==> src/sv/assert_macros.svh <==
// Assertion macros shared by the layout RTL.
`ifndef ASSERT_MACROS_SVH
`define ASSERT_MACROS_SVH

// Implication checked on every rising clock edge outside reset.
`define LSL_ASSERT(label, prop) \
  label: assert property (@(posedge clk_i) disable iff (!rst_ni) prop) \
    else $error("layout assertion failed");

// A condition that must never hold outside reset.
`define LSL_ASSERT_NEVER(label, cond) \
  `LSL_ASSERT(label, !(cond))

`endif

==> src/sv/lsl_pkg.sv <==
// Shared types and constants for the surface layout block.
`default_nettype none

package lsl_pkg;

  // Field widths fixed by the item format.
  localparam int unsigned WANT_W   = 15;
  localparam int unsigned MARGIN_W = 16;
  localparam int unsigned POS_W    = 16;
  localparam int unsigned SIZE_W   = 15;
  localparam int unsigned DIM_W    = 15;
  localparam int unsigned ANCHOR_W = 4;

  // Result field limits.
  localparam int POS_MAX  = 32767;
  localparam int POS_MIN  = -32768;
  localparam int SIZE_MAX = 32767;

  // Anchor bits.
  localparam int unsigned ANC_T_BIT = 0;
  localparam int unsigned ANC_B_BIT = 1;
  localparam int unsigned ANC_L_BIT = 2;
  localparam int unsigned ANC_R_BIT = 3;

  // Anchor sets that reserve space along one edge.
  localparam logic [ANCHOR_W-1:0] ANC_TOP     = 4'b0001;
  localparam logic [ANCHOR_W-1:0] ANC_TOP_LR  = 4'b1101;
  localparam logic [ANCHOR_W-1:0] ANC_BOT     = 4'b0010;
  localparam logic [ANCHOR_W-1:0] ANC_BOT_LR  = 4'b1110;
  localparam logic [ANCHOR_W-1:0] ANC_LEFT    = 4'b0100;
  localparam logic [ANCHOR_W-1:0] ANC_LEFT_TB = 4'b0111;
  localparam logic [ANCHOR_W-1:0] ANC_RIGHT   = 4'b1000;
  localparam logic [ANCHOR_W-1:0] ANC_RIGHT_TB = 4'b1011;

  // Exclusive zone value that lays out against the whole output.
  localparam logic signed [MARGIN_W-1:0] EZ_FULL = -16'sd1;

  // Configuration register indexes.
  typedef enum logic [0:0] {
    CFG_OUTPUT_WIDTH  = 1'b0,
    CFG_OUTPUT_HEIGHT = 1'b1
  } cfg_idx_e;

  // Reset values of the output size.
  localparam logic [DIM_W-1:0] OUT_W_RESET = 15'd1920;
  localparam logic [DIM_W-1:0] OUT_H_RESET = 15'd1080;

  // Placement of one axis.
  typedef struct packed {
    logic signed [POS_W-1:0] pos;
    logic [SIZE_W-1:0]       size;
  } axis_res_t;

endpackage

`default_nettype wire

==> src/sv/lsl_axis.sv <==
// Places a box along one axis inside given bounds and saturates the result.
`default_nettype none

module lsl_axis import lsl_pkg::*; #(
  parameter int unsigned WIDE_BITS = 19
) (
  input  logic signed [WIDE_BITS-1:0] b_pos_i,
  input  logic signed [WIDE_BITS-1:0] b_size_i,
  input  logic [WANT_W-1:0]           want_i,
  input  logic                        anc_lo_i,
  input  logic                        anc_hi_i,
  input  logic signed [MARGIN_W-1:0]  m_lo_i,
  input  logic signed [MARGIN_W-1:0]  m_hi_i,
  output axis_res_t                   res_o
);

  localparam logic signed [WIDE_BITS-1:0] PosHi  = WIDE_BITS'(POS_MAX);
  localparam logic signed [WIDE_BITS-1:0] PosLo  = WIDE_BITS'(POS_MIN);
  localparam logic signed [WIDE_BITS-1:0] SizeHi = WIDE_BITS'(SIZE_MAX);

  logic signed [WIDE_BITS-1:0] m_lo_w;
  logic signed [WIDE_BITS-1:0] m_hi_w;
  logic signed [WIDE_BITS-1:0] want_w;
  logic signed [WIDE_BITS-1:0] half_bound;
  logic signed [WIDE_BITS-1:0] half_want;
  logic signed [WIDE_BITS-1:0] pos_w;
  logic signed [WIDE_BITS-1:0] size_w;

  assign m_lo_w = WIDE_BITS'(m_lo_i);
  assign m_hi_w = WIDE_BITS'(m_hi_i);
  assign want_w = $signed({{(WIDE_BITS-WANT_W){1'b0}}, want_i});

  // Shifting rounds toward minus infinity, so a negative size is biased by one first.
  assign half_bound = (b_size_i + $signed({{(WIDE_BITS-1){1'b0}}, b_size_i[WIDE_BITS-1]})) >>> 1;
  assign half_want  = want_w >>> 1;

  // Stretch, centre, or pin to the single anchored edge.
  always_comb begin
    size_w = want_w;
    if (want_i == '0) begin
      pos_w  = b_pos_i + m_lo_w;
      size_w = b_size_i - (m_lo_w + m_hi_w);
    end else if (anc_lo_i == anc_hi_i) begin
      pos_w = b_pos_i + half_bound - half_want;
    end else if (anc_lo_i) begin
      pos_w = b_pos_i + m_lo_w;
    end else begin
      pos_w = b_pos_i + b_size_i - want_w - m_hi_w;
    end
  end

  // Saturate to the result field ranges.
  always_comb begin
    if (pos_w > PosHi) begin
      res_o.pos = PosHi[POS_W-1:0];
    end else if (pos_w < PosLo) begin
      res_o.pos = PosLo[POS_W-1:0];
    end else begin
      res_o.pos = pos_w[POS_W-1:0];
    end
    if (size_w < 0) begin
      res_o.size = '0;
    end else if (size_w > SizeHi) begin
      res_o.size = SizeHi[SIZE_W-1:0];
    end else begin
      res_o.size = size_w[SIZE_W-1:0];
    end
  end

endmodule

`default_nettype wire

==> src/sv/layer_surface_layout_core.sv <==
// Top level of the layer surface layout block: input stage, layout logic and result register.
//
// Usage:
//   Input channel (in_valid_i / in_ready_o) carries one surface per beat: anchors,
//   desired size, four margins, exclusive zone, mapped flag and a first-item flag that
//   resets the usable area to the full output. The output channel (out_valid_o /
//   out_ready_i) returns one box per input beat, in order.
//   The configuration channel (cfg_valid_i / cfg_ready_o) writes output width
//   (index 0) or height (index 1); it is always ready and should be used only
//   while no surface is in flight.
//   A beat accepted into the input stage moves on to the result register.
//   While the receiver takes each box, the block takes one surface per cycle, set by
//   the single register-to-register pass that also updates the usable area, so a
//   surface sees the area left by the one just before it.
//   When the receiver stalls, the result register holds its beat and the input
//   stage holds one more; after that in_ready_o drops until the output drains.
//   Reset clears both stages, sets the output size to 1920 by 1080 and clears the
//   usable area to zero until the first item arrives.
`default_nettype none
`include "assert_macros.svh"

module layer_surface_layout_core import lsl_pkg::*; #(
  parameter int unsigned COORD_BITS = 16
) (
  input  logic                       clk_i,
  input  logic                       rst_ni,
  // Configuration writes
  input  logic                       cfg_valid_i,
  output logic                       cfg_ready_o,
  input  logic [0:0]                 cfg_index_i,
  input  logic [DIM_W-1:0]           cfg_data_i,
  // Surface beats
  input  logic                       in_valid_i,
  output logic                       in_ready_o,
  input  logic                       first_item_i,
  input  logic [ANCHOR_W-1:0]        anchor_bits_i,
  input  logic [WANT_W-1:0]          want_width_i,
  input  logic [WANT_W-1:0]          want_height_i,
  input  logic signed [MARGIN_W-1:0] margin_top_i,
  input  logic signed [MARGIN_W-1:0] margin_right_i,
  input  logic signed [MARGIN_W-1:0] margin_bottom_i,
  input  logic signed [MARGIN_W-1:0] margin_left_i,
  input  logic signed [MARGIN_W-1:0] exclusive_zone_i,
  input  logic                       is_mapped_i,
  // Box beats
  output logic                       out_valid_o,
  input  logic                       out_ready_i,
  output logic signed [POS_W-1:0]    box_x_o,
  output logic signed [POS_W-1:0]    box_y_o,
  output logic [SIZE_W-1:0]          box_width_o,
  output logic [SIZE_W-1:0]          box_height_o
);

  localparam int unsigned BASE_BITS = (COORD_BITS > MARGIN_W) ? COORD_BITS : MARGIN_W;
  localparam int unsigned WIDE_BITS = BASE_BITS + 3;
  localparam logic signed [WIDE_BITS-1:0] CoordHi =
    $signed({{(WIDE_BITS-COORD_BITS+1){1'b0}}, {(COORD_BITS-1){1'b1}}});
  localparam logic signed [WIDE_BITS-1:0] CoordLo = -CoordHi - WIDE_BITS'(1);

  // Saturate a wide value to the usable-area coordinate range.
  function automatic logic signed [COORD_BITS-1:0] coord_sat(
    input logic signed [WIDE_BITS-1:0] v
  );
    logic signed [WIDE_BITS-1:0] c;
    if (v > CoordHi) begin
      c = CoordHi;
    end else if (v < CoordLo) begin
      c = CoordLo;
    end else begin
      c = v;
    end
    return c[COORD_BITS-1:0];
  endfunction

  // Configuration registers.
  logic [DIM_W-1:0] out_w_q, out_h_q;

  assign cfg_ready_o = 1'b1;

  always_ff @(posedge clk_i or negedge rst_ni) begin
    if (!rst_ni) begin
      out_w_q <= OUT_W_RESET;
      out_h_q <= OUT_H_RESET;
    end else if (cfg_valid_i && cfg_ready_o) begin
      unique case (cfg_idx_e'(cfg_index_i))
        CFG_OUTPUT_WIDTH:  out_w_q <= cfg_data_i;
        CFG_OUTPUT_HEIGHT: out_h_q <= cfg_data_i;
      endcase
    end
  end

  // Input stage.
  logic                       stg_valid_q;
  logic                       stg_first_q;
  logic [ANCHOR_W-1:0]        stg_anc_q;
  logic [WANT_W-1:0]          stg_ww_q, stg_wh_q;
  logic signed [MARGIN_W-1:0] stg_mt_q, stg_mr_q, stg_mb_q, stg_ml_q, stg_ez_q;
  logic                       stg_mapped_q;
  logic                       stg_adv;
  logic                       out_valid_q;
  logic                       in_fire;

  assign stg_adv    = stg_valid_q && (!out_valid_q || out_ready_i);
  assign in_ready_o = !stg_valid_q || stg_adv;
  assign in_fire    = in_valid_i && in_ready_o;

  always_ff @(posedge clk_i or negedge rst_ni) begin
    if (!rst_ni) begin
      stg_valid_q <= 1'b0;
    end else if (in_fire) begin
      stg_valid_q <= 1'b1;
    end else if (stg_adv) begin
      stg_valid_q <= 1'b0;
    end
  end

  always_ff @(posedge clk_i) begin
    if (in_fire) begin
      stg_first_q  <= first_item_i;
      stg_anc_q    <= anchor_bits_i;
      stg_ww_q     <= want_width_i;
      stg_wh_q     <= want_height_i;
      stg_mt_q     <= margin_top_i;
      stg_mr_q     <= margin_right_i;
      stg_mb_q     <= margin_bottom_i;
      stg_ml_q     <= margin_left_i;
      stg_ez_q     <= exclusive_zone_i;
      stg_mapped_q <= is_mapped_i;
    end
  end

  // Usable area state.
  logic signed [COORD_BITS-1:0] usable_x_q, usable_y_q, usable_w_q, usable_h_q;
  logic signed [COORD_BITS-1:0] usable_x_d, usable_y_d, usable_w_d, usable_h_d;
  logic signed [WIDE_BITS-1:0]  out_w_w, out_h_w;
  logic signed [WIDE_BITS-1:0]  cur_x, cur_y, cur_w, cur_h;
  logic signed [WIDE_BITS-1:0]  bnd_x, bnd_y, bnd_w, bnd_h;

  assign out_w_w = $signed({{(WIDE_BITS-DIM_W){1'b0}}, out_w_q});
  assign out_h_w = $signed({{(WIDE_BITS-DIM_W){1'b0}}, out_h_q});

  // A first item restarts from the full output before it is laid out.
  always_comb begin
    if (stg_first_q) begin
      cur_x = '0;
      cur_y = '0;
      cur_w = WIDE_BITS'(coord_sat(out_w_w));
      cur_h = WIDE_BITS'(coord_sat(out_h_w));
    end else begin
      cur_x = WIDE_BITS'(usable_x_q);
      cur_y = WIDE_BITS'(usable_y_q);
      cur_w = WIDE_BITS'(usable_w_q);
      cur_h = WIDE_BITS'(usable_h_q);
    end
  end

  // Bounds: the whole output for a full-output zone, else the usable area.
  always_comb begin
    if (stg_ez_q == EZ_FULL) begin
      bnd_x = '0;
      bnd_y = '0;
      bnd_w = out_w_w;
      bnd_h = out_h_w;
    end else begin
      bnd_x = cur_x;
      bnd_y = cur_y;
      bnd_w = cur_w;
      bnd_h = cur_h;
    end
  end

  // Box placement on both axes.
  axis_res_t res_x, res_y;

  lsl_axis #(
    .WIDE_BITS (WIDE_BITS)
  ) u_axis_x (
    .b_pos_i  (bnd_x),
    .b_size_i (bnd_w),
    .want_i   (stg_ww_q),
    .anc_lo_i (stg_anc_q[ANC_L_BIT]),
    .anc_hi_i (stg_anc_q[ANC_R_BIT]),
    .m_lo_i   (stg_ml_q),
    .m_hi_i   (stg_mr_q),
    .res_o    (res_x)
  );

  lsl_axis #(
    .WIDE_BITS (WIDE_BITS)
  ) u_axis_y (
    .b_pos_i  (bnd_y),
    .b_size_i (bnd_h),
    .want_i   (stg_wh_q),
    .anc_lo_i (stg_anc_q[ANC_T_BIT]),
    .anc_hi_i (stg_anc_q[ANC_B_BIT]),
    .m_lo_i   (stg_mt_q),
    .m_hi_i   (stg_mb_q),
    .res_o    (res_y)
  );

  // Reservation shrinks the usable area from one edge.
  logic                        reserve;
  logic signed [WIDE_BITS-1:0] ez_w;
  logic signed [WIDE_BITS-1:0] new_x, new_y, new_w, new_h;

  assign ez_w    = WIDE_BITS'(stg_ez_q);
  assign reserve = stg_mapped_q && !stg_ez_q[MARGIN_W-1] && (stg_ez_q != '0);

  always_comb begin
    new_x = cur_x;
    new_y = cur_y;
    new_w = cur_w;
    new_h = cur_h;
    unique case (stg_anc_q)
      ANC_TOP, ANC_TOP_LR: begin
        new_y = cur_y + ez_w + WIDE_BITS'(stg_mt_q);
        new_h = cur_h - (ez_w + WIDE_BITS'(stg_mt_q));
      end
      ANC_BOT, ANC_BOT_LR: begin
        new_h = cur_h - (ez_w + WIDE_BITS'(stg_mb_q));
      end
      ANC_LEFT, ANC_LEFT_TB: begin
        new_x = cur_x + ez_w + WIDE_BITS'(stg_ml_q);
        new_w = cur_w - (ez_w + WIDE_BITS'(stg_ml_q));
      end
      ANC_RIGHT, ANC_RIGHT_TB: begin
        new_w = cur_w - (ez_w + WIDE_BITS'(stg_mr_q));
      end
      default: begin
      end
    endcase
    if (new_w < 0) begin
      new_w = '0;
    end
    if (new_h < 0) begin
      new_h = '0;
    end
  end

  // Next usable area when the staged surface moves on.
  always_comb begin
    usable_x_d = usable_x_q;
    usable_y_d = usable_y_q;
    usable_w_d = usable_w_q;
    usable_h_d = usable_h_q;
    if (stg_adv) begin
      if (reserve) begin
        usable_x_d = coord_sat(new_x);
        usable_y_d = coord_sat(new_y);
        usable_w_d = coord_sat(new_w);
        usable_h_d = coord_sat(new_h);
      end else begin
        usable_x_d = cur_x[COORD_BITS-1:0];
        usable_y_d = cur_y[COORD_BITS-1:0];
        usable_w_d = cur_w[COORD_BITS-1:0];
        usable_h_d = cur_h[COORD_BITS-1:0];
      end
    end
  end

  always_ff @(posedge clk_i or negedge rst_ni) begin
    if (!rst_ni) begin
      usable_x_q <= '0;
      usable_y_q <= '0;
      usable_w_q <= '0;
      usable_h_q <= '0;
    end else begin
      usable_x_q <= usable_x_d;
      usable_y_q <= usable_y_d;
      usable_w_q <= usable_w_d;
      usable_h_q <= usable_h_d;
    end
  end

  // Result register.
  logic signed [POS_W-1:0] box_x_q, box_y_q;
  logic [SIZE_W-1:0]       box_w_q, box_h_q;

  always_ff @(posedge clk_i or negedge rst_ni) begin
    if (!rst_ni) begin
      out_valid_q <= 1'b0;
    end else if (stg_adv) begin
      out_valid_q <= 1'b1;
    end else if (out_ready_i) begin
      out_valid_q <= 1'b0;
    end
  end

  always_ff @(posedge clk_i) begin
    if (stg_adv) begin
      box_x_q <= res_x.pos;
      box_y_q <= res_y.pos;
      box_w_q <= res_x.size;
      box_h_q <= res_y.size;
    end
  end

  assign out_valid_o  = out_valid_q;
  assign box_x_o      = box_x_q;
  assign box_y_o      = box_y_q;
  assign box_width_o  = box_w_q;
  assign box_height_o = box_h_q;

  // Checks on the block's own bookkeeping.
  `LSL_ASSERT_NEVER(a_usable_w_nonneg, usable_w_q[COORD_BITS-1])
  `LSL_ASSERT_NEVER(a_usable_h_nonneg, usable_h_q[COORD_BITS-1])
  `LSL_ASSERT(a_full_blocks_input, (stg_valid_q && out_valid_o && !out_ready_i) |-> !in_ready_o)
  `LSL_ASSERT(a_advance_loads_result, stg_adv |=> out_valid_o)

endmodule

`default_nettype wire

==> config.mk <==
export PLATFORM = sky130hd
export DESIGN_NAME = layer_surface_layout_core
export DESIGN_NICKNAME = d
export VERILOG_FILES = /design/src/sv/lsl_pkg.sv /design/src/sv/lsl_axis.sv /design/src/sv/layer_surface_layout_core.sv
export VERILOG_INCLUDE_DIRS = /design/src /design/src/sv
export SDC_FILE = /design/constraint.sdc
export NUM_CORES = 1
export LEC_CHECK = 0
export ABC_AREA = 1
export BUFFER_PORTS_ARGS = -buffer_cell sky130_fd_sc_hd__buf_2
export CAP_MARGIN = 20
export CORE_MARGIN = 5
export CORE_UTILIZATION = 40
export DETAILED_ROUTE_END_ITERATION = 7
export PLACE_DENSITY = 0.58
export SYNTH_ARGS = -nofsm -noshare
export SYNTH_HDL_FRONTEND = slang
export SYNTH_SLANG_ARGS = --single-unit
==> constraint.sdc <==
create_clock -name clk_i -period 13 [get_ports clk_i]
set_clock_uncertainty 0.2 [all_clocks]
set_input_delay 2.6 -clock clk_i [delete_from_list [all_inputs] [get_ports clk_i]]
set_output_delay 2.6 -clock clk_i [all_outputs]
set_load 0.05 [all_outputs]
; ---- Word-level counts from Yosys, hierarchy flattened
; Cells that the tools add are included.
[classes]
addsub = 30
n_lt_le_gt_ge = 22
eq_ne = 11
mux = 46
bitwise = 1
n_reduce_logical = 20
[ops]
columns = cell, count
row1 = $mux 19, 20
row2 = $mux 16, 18
row3 = $gt 19x16->1 const B, 8
row4 = $add 19x16->19, 6
row5 = $lt 19x16->1 const B, 6
row6 = $add 16x16->17, 6
row7 = $lt 19x1->1 const B, 4
row8 = $pmux 19 s2, 2
row9 = $sub 19x16->19, 4
row10 = $sub 19x17->19, 4
row11 = $add 19x18->19, 2
row12 = $add 19x19->19, 2
row13 = $add 19x2->19, 2
row14 = $sub 19x15->19, 2
row15 = $sub 19x19->19, 2
row16 = $lt 16x16->1 const B, 2
row17 = $gt 15x15->1 const B, 2
row18 = $logic_not 15->1, 2
row19 = $mux 15, 2
row20 = $eq 16x1->1 const B, 1
row21 = $eq 4x4->1 const B, 4
row22 = $reduce_bool 16->1, 1
row23 = $eq 4x3->1 const B, 2
row24 = $reduce_or 2->1, 4
row25 = other kinds (10), 22
[word_totals]
register_bits = 274
in_bits = 137
output_inout_bits = 65
elab_cells = 152

; ---- Depth between registers and ports, before layout
[logic_depth]
ltp_word = 13
ltp_mapped = 35
ltp_nobuf = 33

; ---- Hierarchy
; A second synthesis with hierarchy kept.
[unflattened]
cells_unflattened = 4968
area_unflattened_um2 = 34994.8
[modules_own_cells]
columns = module, n_inst, cells_each, area_each_um2, seq_area_each_um2
row1 = layer_surface_layout_core, 1, 2661, 20738.6, 7757.4
row2 = lsl_axis at u_axis_x, 1, 1162, 7176.9, 0.0
row3 = lsl_axis at u_axis_y, 1, 1145, 7079.3, 0.0

; ---- Worst setup path before layout
; No wires, ideal clock.
[synth_path]
kind = input to register
startpoint = input out_ready_i
endpoint = register stg_anc_q[0], enable pin
setup_time_ns = 0.469
t_arrival_ns = 5.438
required_ns = 12.331
slack_ns = 6.893
cell_stages = 4
n_path_buf = 0
path_cell_list = inv_1 -> nand3_1 -> nand2_1 -> inv_1
[synth_via]
elab_chain_len = 4
[synth_lines]
columns = element, line_no
row1 = "start, declared", layer_surface_layout_core.sv:47  ; input logic out_ready_i,
row2 = $logic_or 1x1->1, layer_surface_layout_core.sv:103  ; assign stg_adv = stg_valid_q && (!out_valid_q || out_ready_i);
row3 = $logic_and 1x1->1, layer_surface_layout_core.sv:103
row4 = $logic_or 1x1->1, layer_surface_layout_core.sv:104  ; assign in_ready_o = !stg_valid_q || stg_adv;
row5 = via in_ready_o, layer_surface_layout_core.sv:34  ; output logic in_ready_o,
row6 = $logic_and 1x1->1, layer_surface_layout_core.sv:105  ; assign in_fire = in_valid_i && in_ready_o;
row7 = via in_fire, layer_surface_layout_core.sv:101  ; logic in_fire;
row8 = "end signal, assigned", layer_surface_layout_core.sv:120  ; stg_anc_q <= anchor_bits_i;
row9 = "end, declared", layer_surface_layout_core.sv:95  ; logic [ANCHOR_W-1:0] stg_anc_q;
; The timed path passes the listed nets, and every way through them passes these cells.
; A chain may end at the register's enable or synchronous reset.

; ---- Worst setup path after layout
[layout_path]
startpoint = register stg_ez_q[11]
endpoint = register box_y_q[1] (netlist: box_y_o[1]), data pin
[layout_via]
elab_chain_len = 10
elab_cells_between_ends = 16
classes_between = add/sub: 7 / order compare: 2 / eq/ne: 1 / mux: 6
[layout_lines]
columns = element, line_no
row1 = "start, declared", layer_surface_layout_core.sv:97  ; logic signed [MARGIN_W-1:0] stg_mt_q, stg_mr_q, stg_mb_q, stg_ml_q, stg_ez_q;
row2 = "start signal, assigned", layer_surface_layout_core.sv:127  ; stg_ez_q <= exclusive_zone_i;
row3 = $eq 16x1->1 (*), layer_surface_layout_core.sv:159  ; if (stg_ez_q == EZ_FULL) begin
row4 = $mux 19, layer_surface_layout_core.sv:159
row5 = $add 19x19->19, lsl_axis.sv:48  ; pos_w = b_pos_i + b_size_i - want_w - m_hi_w;
row6 = $sub 19x16->19 (2 in series), lsl_axis.sv:48
row7 = $mux 19, lsl_axis.sv:45  ; end else if (anc_lo_i) begin
row8 = $mux 19, lsl_axis.sv:43  ; end else if (anc_lo_i == anc_hi_i) begin
row9 = $mux 19 (*), lsl_axis.sv:40  ; if (want_i == '0) begin
row10 = $lt 19x16->1, lsl_axis.sv:56  ; end else if (pos_w < PosLo) begin
row11 = $mux 16, lsl_axis.sv:56
row12 = "end signal, assigned", layer_surface_layout_core.sv:292  ; box_y_q <= res_y.pos;
row13 = "end, declared", layer_surface_layout_core.sv:276  ; logic signed [POS_W-1:0] box_x_q, box_y_q;
; Mark *: on every way between the ends. The rest lies on a longest branch, timed or not.

==> results.md <==
* Syn-to-layout area delta at 10.35%
* Die H at 298.0 um
* Max Slew Vio Count at 0
* Final net count at 5477
* # Max-Cap Violations at 0
* Multi-input gate area at 22000 um^2
* # rows at between 100 and 150
* Final hold vios at 0
* Post-synth cell types at 62
* Core Area at 82110 um^2
* CP Class: reg -> reg
* IO Port Bufs at 200
* Grt met1 use at 43.71%
* Met3 Track Usage GR at between 5 and 6%
* First-pass detailed-route iteration total at 7
* Largest net degree at the start of global routing at 77
* Worst-path fanout max at 39
* Most Used Layer, Global Route: met1
* Post-synth EDFFs at 178
* Insertion delay to the later sink of the worst-skew pair at 600 ps
* CP dominant cell by count: nand2_1
* I/O Pins at 202
* Fin crit period at between 7000 and 8000 ps
* Status: finished, final reports clean
* Overall Global Routing Usage at 29.28%
* DP HPWL at around 110000 um
* CTS resizes at 0
* Synth Cell Area at 33170 um^2
* Routing usage on met2 at 43.57%
* Tot Pwr at 7247 uW
* Die Width at slightly below 300 um
* Routed wire length at 134100 um
* Clk slew on worst S/H paths at 50 ps
* Routed Antenna Nets at 0
* Slew at the pin closest to its max-slew limit at 1272 ps
* Type of the tightest min-delay check: reg -> reg
* Leakage at 0.01875 uW
* Total CTS buffers at 38
* Yosys reg bits at roughly 270
* Clk root buf: clkbuf_16
* Vias in the first global route at 30.96k
* Grt ovf at 0
* Slew HR at 14.30%
* Slowest cell on crit path: o21bai_1
* CTS HTree Levels at 2
* Ranking of synthesized cells by area: edfxtp_1 (16%), nand2_1 (14%), fa_1 (12%)
* DRC at 0
* Syn_area_per_cell at 7.109 um^2
* FMAX at 141.0 MHz
* FILL cells at 8583
* Yosys warning count at 0
* Clock sinks at 274
* Sequential element share of the synthesized area at 23.39%
* DR WL/cell at 22.54 um
* GPL Wtd Cong at 1.007
* Crit path DAT at slightly above 7000 ps
* Via/cell ratio at around 5.5
* Share of layout cells above drive strength 1 at 8.386%
* Post-synth top area share at 16.11%
* Hold buffer count at CTS at 0
* RSZ-0062 raised after global routing: no
* Yosys top cell by area: edfxtp_1
* Pwr Density at 198.0 nW/um^2
* Syn nets at 5295
* Die area at 88790 um^2
* CP peak stage delay at 850 ps
* Tcrit/Tclk final at 54.57%
* Worst setup EP type: register
* Setup Viol. Count Final at 0
* Async S/R FF share, synth at 35.04%
* Crit path required time at 13090 ps
* Element type at the critical path start: register
* Mapped Cells at 4666
* CTS tree: built
* Initial antenna violation count at 3
* VDD IR max at 0.09459 mV
* Dominant synthesized flop cell: edfxtp_1
* TNS Setup at 0 ps
* Initial Util at between 40% and 50%
* Clock tree buffer depth at 3
* First-pass GRT wire length at 198600 um
* Seq. cell area at around 7800 um^2
* Vias at 32.71k
* Post-CTS setup buffer count at 0
* Starting DRT DRC Count at 3377
-- sequential cells by signal, summed over array words and instances, names as in the netlist, 4 cells and up --
name / flops
box_height_o: 15
box_width_o: 15
box_x_o: 16
box_y_o: 16
out_h_q: 15
out_w_q: 15
stg_anc_q: 4
stg_ez_q: 16
stg_mb_q: 16
stg_ml_q: 16
stg_mr_q: 16
stg_mt_q: 16
stg_wh_q: 15
stg_ww_q: 15
usable_h_q: 16
usable_w_q: 16
usable_x_q: 16
usable_y_q: 16
-- metrics by stage --
stage	hold slack (ps)	instance area, um^2	setup slack (ps)	utilization (%)	std cells
after global routing	294.0	36600	5250	44.58	5947
after CTS	275.3	36590	5910	44.56	5945
after global placement	256.4	35350	6085	43.05	5876
after floorplan	243.6	33170	6894	-	4666
final	272.1	36600	5906	44.58	5948
after detailed placement	260.4	35350	5977	43.05	5876
-- power by group --
part           internal, uW  leakage [uW]  switching (uW)
combinational          1570        0.0152            3320
sequential             1140       0.00290             139
clock                   630      0.000602             447
total                  3350        0.0188            3900
-- path summary, 6_finish.rpt --
kind	from	endpoint	slack [ps]	cells after the start
max	stg_ez_q[11]	box_y_o[1]	5910	30
min	usable_w_q[2]	usable_w_q[2]	270	2
max reg2reg	stg_ez_q[11]	box_y_o[1]	5910	30
min reg2reg	usable_w_q[2]	usable_w_q[2]	270	2
max in group asynchronous	rst_ni	out_h_q[6]	9460	2
min in group asynchronous	rst_ni	usable_x_q[1]	1820	1
-- cell usage after synthesis, drive strengths merged, types with 2 or more instances --
library cell	n
a211oi	5
a21boi	11
a21o	21
a21oi	429
a22o	11
a22oi	5
a31o	2
a31oi	15
a32o	3
and2	3
buf	35
clkbuf	59
clkinv	6
dfrtp	88
dfstp	8
edfxtp	178
fa	192
ha	300
inv	789
mux2i	3
nand2	1199
nand3	280
nand3b	8
nand4	62
nor2	327
nor3	47
nor3b	2
nor4	21
o2111ai	3
o211ai	16
o21a	14
o21ai	323
o21bai	24
o221a	2
o221ai	5
o22ai	13
o31ai	13
or2	40
xnor2	37
xor2	64
-- cells in the final DEF, fill, tap and decap left out, drive strengths merged, types with 11 or more instances in the layout --
cell type	count
a21boi	11
clkbuf	44
dfrtp	88
nand2	1199
edfxtp	178
inv	791
a31oi	15
o21a	14
or2	40
a22o	11
a21o	21
buf	236
xor2	64
nand3	280
ha	300
nor2	327
o21bai	24
o31ai	13
clkinv	22
fa	192
nor3	47
nand4	62
o211ai	16
xnor2	37
o21ai	323
a21oi	429
o22ai	13
nor4	21
-- metal layers --
layer	wire [um]	part of all wire (%)
met5	0	0
met4	3723	2.8
met3	12550	9.4
met2	55940	42
met1	61880	46
-- kinds of logic (layout without fill, tap and decap cells) --
family,count (synthesis),count (layout),synth area share (%)
buf+inv,889,1100,10.32
other cells,1,2,0.01130
fa+ha+maj,492,492,22.90
flops,274,274,23.39
simple gates,1989,1989,25.26
mux,3,3,0.09053
compound gates,917,917,15.36
xor+xnor,101,101,2.667
-- cell type report --
class	instances	share of cell area [%]
Clock inverter	25	0.6802
Clock buffer	44	2.717
Sequential cell	274	21.19
Inverter	795	8.163
Tap cell	1070	3.657
Timing Repair Buffer	236	3.473
Antenna cell	1	0.006836
Multi-Input combinational cell	3503	60.11
-- critical path: cells and delay by family, from the launching register on --
family                   cells  cell delay [ps]
flip-flops                   1              700
XOR/XNOR                     1              150
adder cells (fa/ha/maj)      2              840
AO/OA/AOI/OAI                2             1010
buffers and inverters        6              800
AND/OR/NAND/NOR             19             3070
(Power assumes the default switching activity.)
